===== config.mk =====
export PLATFORM = sky130hd
export DESIGN_NAME = msbls_ctrl
export DESIGN_NICKNAME = d
export VERILOG_FILES = /design/src/sv/msbls_pkg.sv /design/src/sv/msbls_ctrl.sv
export SDC_FILE = /design/constraint.sdc
export NUM_CORES = 1
export LEC_CHECK = 0
export BUFFER_PORTS_ARGS = -buffer_cell sky130_fd_sc_hd__buf_2
export CAP_MARGIN = 20
export CORE_AREA = 2 2 39 41
export DETAILED_ROUTE_END_ITERATION = 10
export DIE_AREA = 0 0 41 43
export SYNTH_ARGS = -nofsm -noshare
export SYNTH_HDL_FRONTEND = slang
export SYNTH_SLANG_ARGS = --single-unit

===== constraint.sdc =====
create_clock -name clk_i -period 1.23 [get_ports clk_i]
set_input_delay 0.246 -clock clk_i [delete_from_list [all_inputs] [get_ports clk_i]]
set_output_delay 0.246 -clock clk_i [all_outputs]
set_load 0.005 [all_outputs]

===== src/sv/msbls_pkg.sv =====
`timescale 1ns / 1ps
`default_nettype none
package msbls_pkg;
  localparam int NumSlots  = 10;
  localparam int MaxCap    = 32;
  localparam int DataWidth = 32;
  localparam int SlotW = $clog2(NumSlots + 1);
  localparam int CapW  = $clog2(MaxCap + 1);
  localparam int IdxW  = (MaxCap > 1) ? $clog2(MaxCap) : 1;
  localparam int SIdxW = (NumSlots > 1) ? $clog2(NumSlots) : 1;
  localparam int AddrW = $clog2(NumSlots * MaxCap);

  typedef enum logic [2:0] {
    MODE_CREATE = 3'd0, MODE_APPEND = 3'd1, MODE_POP = 3'd2,
    MODE_REMOVE = 3'd3, MODE_RESIZE = 3'd4, MODE_READ = 3'd5
  } mode_e;

  typedef enum logic [3:0] {
    ST_OK = 4'd0, ST_BAD_POS = 4'd1, ST_EXISTS = 4'd2, ST_BAD_SIZE = 4'd3,
    ST_NO_MEM = 4'd4, ST_NO_SLOT = 4'd5, ST_FULL = 4'd6, ST_EMPTY = 4'd7,
    ST_NOT_FOUND = 4'd8, ST_BAD_NEW = 4'd9
  } status_e;

  // controller -> datapath
  typedef struct packed {
    logic              load;     // latch request, decide
    logic              rd;       // issue memory read at scan index
    logic              shift;    // write previous read data one down
    logic              adv;      // advance scan index
    logic              commit;   // update slot tables
  } dp_cmd_t;

  // datapath -> controller
  typedef struct packed {
    logic       scan;      // request needs a walk over the list
    logic       is_read;
    logic       scan_done; // index reached count
    logic       produce;   // request gives a result
  } dp_sts_t;
endpackage
`default_nettype wire


===== src/sv/msbls_ctrl.sv =====
`timescale 1ns / 1ps
`default_nettype none
module msbls_ctrl (
  input  wire logic                clk_i,
  input  wire logic                rst_ni,
  input  wire logic                req_valid_i,
  output logic                     req_ready_o,
  input  wire msbls_pkg::dp_sts_t  sts_i,
  input  wire logic                elem_last_i,
  output msbls_pkg::dp_cmd_t       cmd_o,
  output logic                     out_go_o,
  output logic                     out_elem_o,
  output logic                     out_last_o,
  input  wire logic                out_free_i
);
  import msbls_pkg::*;

  typedef enum logic [2:0] {S_IDLE, S_DEC, S_SCAN, S_DRAIN, S_READ, S_EMIT} state_e;
  state_e state_q;

  // S_READ: rdata for one element is valid, waits for output slot
  always_comb begin
    cmd_o = '0;
    out_go_o = 1'b0; out_elem_o = 1'b0; out_last_o = 1'b1;
    req_ready_o = (state_q == S_IDLE);
    cmd_o.load = req_valid_i && req_ready_o;
    unique case (state_q)
      S_SCAN: begin
        // remove walk: read one word a cycle, shift after match; read-all fetches its first word here
        cmd_o.shift = 1'b1;
        if (!sts_i.scan_done) begin cmd_o.rd = 1'b1; cmd_o.adv = 1'b1; end
      end
      S_DRAIN: cmd_o.shift = 1'b1;
      S_READ: begin
        out_elem_o = 1'b1; out_last_o = elem_last_i;
        out_go_o = out_free_i;
        cmd_o.rd = out_free_i && !elem_last_i;
        cmd_o.adv = cmd_o.rd;
      end
      S_EMIT: begin
        out_go_o = out_free_i && sts_i.produce;
        cmd_o.commit = out_free_i || !sts_i.produce;
      end
      default: ;
    endcase
  end

  always_ff @(posedge clk_i or negedge rst_ni) begin
    if (!rst_ni) state_q <= S_IDLE;
    else begin
      unique case (state_q)
        S_IDLE: if (cmd_o.load) state_q <= S_DEC;
        S_DEC: state_q <= !sts_i.scan ? S_EMIT : (sts_i.is_read ? S_SCAN : S_SCAN);
        S_SCAN: begin
          if (sts_i.is_read) state_q <= S_READ;
          else if (sts_i.scan_done) state_q <= S_DRAIN;
        end
        S_DRAIN: state_q <= S_EMIT;
        S_READ: if (out_free_i && elem_last_i) state_q <= S_IDLE;
        S_EMIT: if (out_free_i || !sts_i.produce) state_q <= S_IDLE;
        default: state_q <= S_IDLE;
      endcase
    end
  end

  assert property (@(posedge clk_i) disable iff (!rst_ni)
    cmd_o.load |=> state_q == S_DEC) else $error("load did not decode");
  assert property (@(posedge clk_i) disable iff (!rst_ni)
    cmd_o.commit |=> state_q == S_IDLE) else $error("commit without finish");
  assert property (@(posedge clk_i) disable iff (!rst_ni)
    out_go_o |-> out_free_i) else $error("result issued to busy output");
endmodule
`default_nettype wire


# After elaboration in Yosys (flattened, before gate mapping)
# Cells that the tools add are included.
dict set report word_totals {
  out_inout_bits 9
  word_cells 34
  in_bits 9
  reg_bits 3
}
dict set report classes {
  n_reduce_logical 10
  muxes 14
  eq_ne 9
}
# operator n
set ops {}
lappend ops {{2-to-1 mux 3 bit} 6}
lappend ops {{case mux 3 bit (6 select lines)} 1}
lappend ops {{== test 3 x 2 -> 1 bit, second input constant} 2}
lappend ops {{== test 3 bit, second input constant} 2}
lappend ops {{2-to-1 mux 1 bit} 5}
lappend ops {{logical AND 1 bit} 4}
lappend ops {{!= test 2 bit, second input constant} 2}
lappend ops {{case mux 1 bit (2 select lines)} 2}
lappend ops {{AND reduction 4 bit} 1}
lappend ops {{== test 3 x 1 -> 1 bit, second input constant} 1}
lappend ops {{logical NOT 3 bit} 1}
lappend ops {{!= test 3 bit, second input constant} 1}
lappend ops {{logical NOT 1 bit} 2}
lappend ops {{!= test 2 x 1 -> 1 bit, second input constant} 1}
lappend ops {{OR reduction 2 bit} 1}
lappend ops {{logical OR 1 bit} 1}

# Logic depth before layout (Yosys ltp)
dict set report depth {
  ltp_word 4
  ltp_mapped 5
  mapped_depth_nobuf 3
}

# Worst setup path before layout
# Ideal clock, no wire load.
dict set report synth_path {
  path_type {register to output}
  from {register state_q[2]}
  to {output cmd_o[3] (netlist bit)}
  slack_ps -106
  t_required_ps 984
  n_path_buf 2
  t_arrival_ps 1090
  stages_incl_launch_ff 5
  path_cell_list {dfrtp_1 buf_2 o32a_1 nor2_1 buf_4}
}
# element line_no
set synth_lines {}
lappend synth_lines {{start, declared} msbls_ctrl.sv:19} ;# state_e state_q;
lappend synth_lines {{start signal, assigned} msbls_ctrl.sv:53} ;# S_DEC: state_q <= !sts_i.scan ? S_EMIT : (sts_i.is_read ? S_SCAN : S_SCAN);
lappend synth_lines {{end, declared} msbls_ctrl.sv:10} ;# output msbls_pkg::dp_cmd_t cmd_o,

==> flow_summary.toml <==
[route]
drcViolationCount = 0
drtPass1Iterations = 2
wirelength_um = 844
vias_per_cell = 4.32
via_count = 354
ant_nets = 0
wl_per_cell_um = 10.3
drtIter0Drc = 3

[power]
total_power_mw = 1.23
ir_worst_vdd_mv = 0.761
p_leak_nw = 0.281
cellPowerDensity_mw_per_mm2 = 2210

[grt]
grt_pass1_vias = 335
grt-ovfl-total = 0
grt_first_pass_wirelength_um = 1520
track_usage_pct = 13.2
grt_max_degree = 8
grt_antenna_before_repair = 0

[synthesis]
synth_fp_nets = 45
synth_ff_type = "dfrtp_1"
synth_cell_types = 21
syn_inst = 36
synth_warnings = 0
synth_seq_area_share_pct = 24.2
synth_area_leader_cell = "dfrtp_1"
syn_avg_cell_area_um2 = 8.62
yosysMostFrequentCell = "nand3b_1"
synth.top_cell.area_share_pct = 24.2
ys_async_sr_fraction_pct = 100
synth_area_leaders = "dfrtp_1 24%, nand3b_1 12%, nand3b_4 6.5%"
ys_seq_elements = 3
netlist_area_um2 = 310
synth_edf_count = 0

[outcome]
violations = "negative setup slack"
outcome = "complete, but fails checks"

[layout]
design_area_um2 = 558
diodes = 0
largest_register = "state_q"
drive_gt1_share_pct = 66.7
fin_cells = 82
finalCoreUtilization_pct = 40.3
area_growth_pct = 79.8
largest_register_ffs = 3
largestRegisters = "state_q x3"
nets = 76

[clocking]
clock_insertion_delay_worst_skew_ps = 230
cts_sinks = 3
clk_pin_slew_ps = 40
cts-root-buf = "clkbuf_4"
cts-buffers-inserted = 3
cts_buffer_depth = 2
cts.htree.levels = 1
tritoncts = "built"

[worst_setup_path]
worstSetupStartpointType = "flip-flop"
cpPeakStageDelay_ps = 410
slowest_stage = "dfrtp_1"
crit_arrival_ps = 1210
critPathRequiredTime_ps = 980
cp_max_fo = 5
crit_chain = "nand3b_1, o32a_1, nor2_2, buf_2"
endpoint_kind = "primary output"
path_class = "flip-flop to primary output"

[floorplanning]
chipHeight_um = 43
die-area_mm2 = 0.00176
core_area_mm2 = 0.00138
start_util_pct = 22.4
io_pins = 18
die_x_um = 41
std_cell_rows = 14

[worst_hold_path]
hp-class = "input pin to flip-flop"

[placed_design]
port_buffers = 17
dp_hpwl_um = 607
gp_congestion = 0.819
dp_cells = 71
placed_cell_area_um2 = 434

[timing]
fmax_mhz = 686
timing.final.crit_share_pct = 119
finalHoldViolations = 0
rsz0062_at_grt = "yes"
setup_viol = 11
drv_slew = 0
slew_headroom_pct = 87.4
finalWorstSetupSlack_ps = -228
skew_ps = 1.29
tightest_slew_ps = 189
hold_ws_ps = 333
post-route-min-period_ps = 1460

[flow_run]
drv_cap = 0
metal layers:
metal	up-vias	track usage [%]	wire length, um
met3	0	4.71	27
li1	185	-	-
met5	-	0	0
met4	0	8.00	0
met1	162	15.2	364
met2	7	19.7	451
worst paths after layout:
kind,from,endpoint,slack (ps),cells after the start
max in group asynchronous,rst_ni,state_q[2],780,2
min,sts_i[3],state_q[1],330,3
min in group asynchronous,rst_ni,state_q[1],340,2
max reg2reg,state_q[1],state_q[0],-160,4
max,state_q[1],cmd_o[3],-230,4
min reg2reg,state_q[2],state_q[1],590,2
placed cells by master (no fill, tap or decap):
cell,instances
a21o_1,1
nor3b_4,1
nand3b_4,1
a21oi_2,2
dlygate4sd3_1,1
a21oi_1,1
or3_4,1
nand3b_1,5
nor3_4,1
a21boi_2,1
o21ai_2,1
nor2_1,2
clkbuf_4,3
dfrtp_1,1
nand2b_1,3
clkbuf_1,1
buf_4,10
or3_1,1
and2_1,1
o32a_1,1
nor2_2,1
buf_6,2
a221oi_2,1
buf_2,17
inv_1,3
o22ai_1,1
dfrtp_2,2
critical path, delay by kind of cell, from the launching register on:
| kind | cells | cell delay (ps) |
|---|---|---|
| compound gates | 1 | 180 |
| buf+inv | 1 | 110 |
| flops | 1 | 410 |
| simple gates | 2 | 280 |
through the flow:
stage	TNS, ps	setup slack [ps]
finish	-1750	-228
global route	-2550	-310
detailed placement	-237	-67.8
floorplan	-78.1	-72.0
global placement	-134	-43.9
CTS	-1810	-254
power by group:
part | total, mW | switching [mW] | internal [mW]
Clock | 0.173 | 0.0512 | 0.122
Sequential | 0.237 | 0.0863 | 0.151
Combinational | 0.821 | 0.328 | 0.493
timing repair:
action,4_1_cts,5_1_grt
gates resized for setup,9,3
buffers inserted,6,2
hold buffers,1,0
endpoints found under the setup margin,12,12
pin swaps,2,3
endpoints found under the hold margin,3,0
cell families after synthesis:
logic type             after synthesis  share of synthesized area [%]
AOI/OAI and AO/OA                    9                           21.4
buffers and inverters                7                           12.9
DFF                                  3                           24.2
and+or+nand+nor                     17                           41.5
cell type report:
class | count | area (um2)
clock buffer | 4 | 26.3
fill | 147 | 826
inverter | 3 | 11.3
multi-input combinational | 26 | 230
sequential | 3 | 77.6
tap | 16 | 20.0
timing repair buffer | 30 | 193
Power figures use the tool's default switching activity.
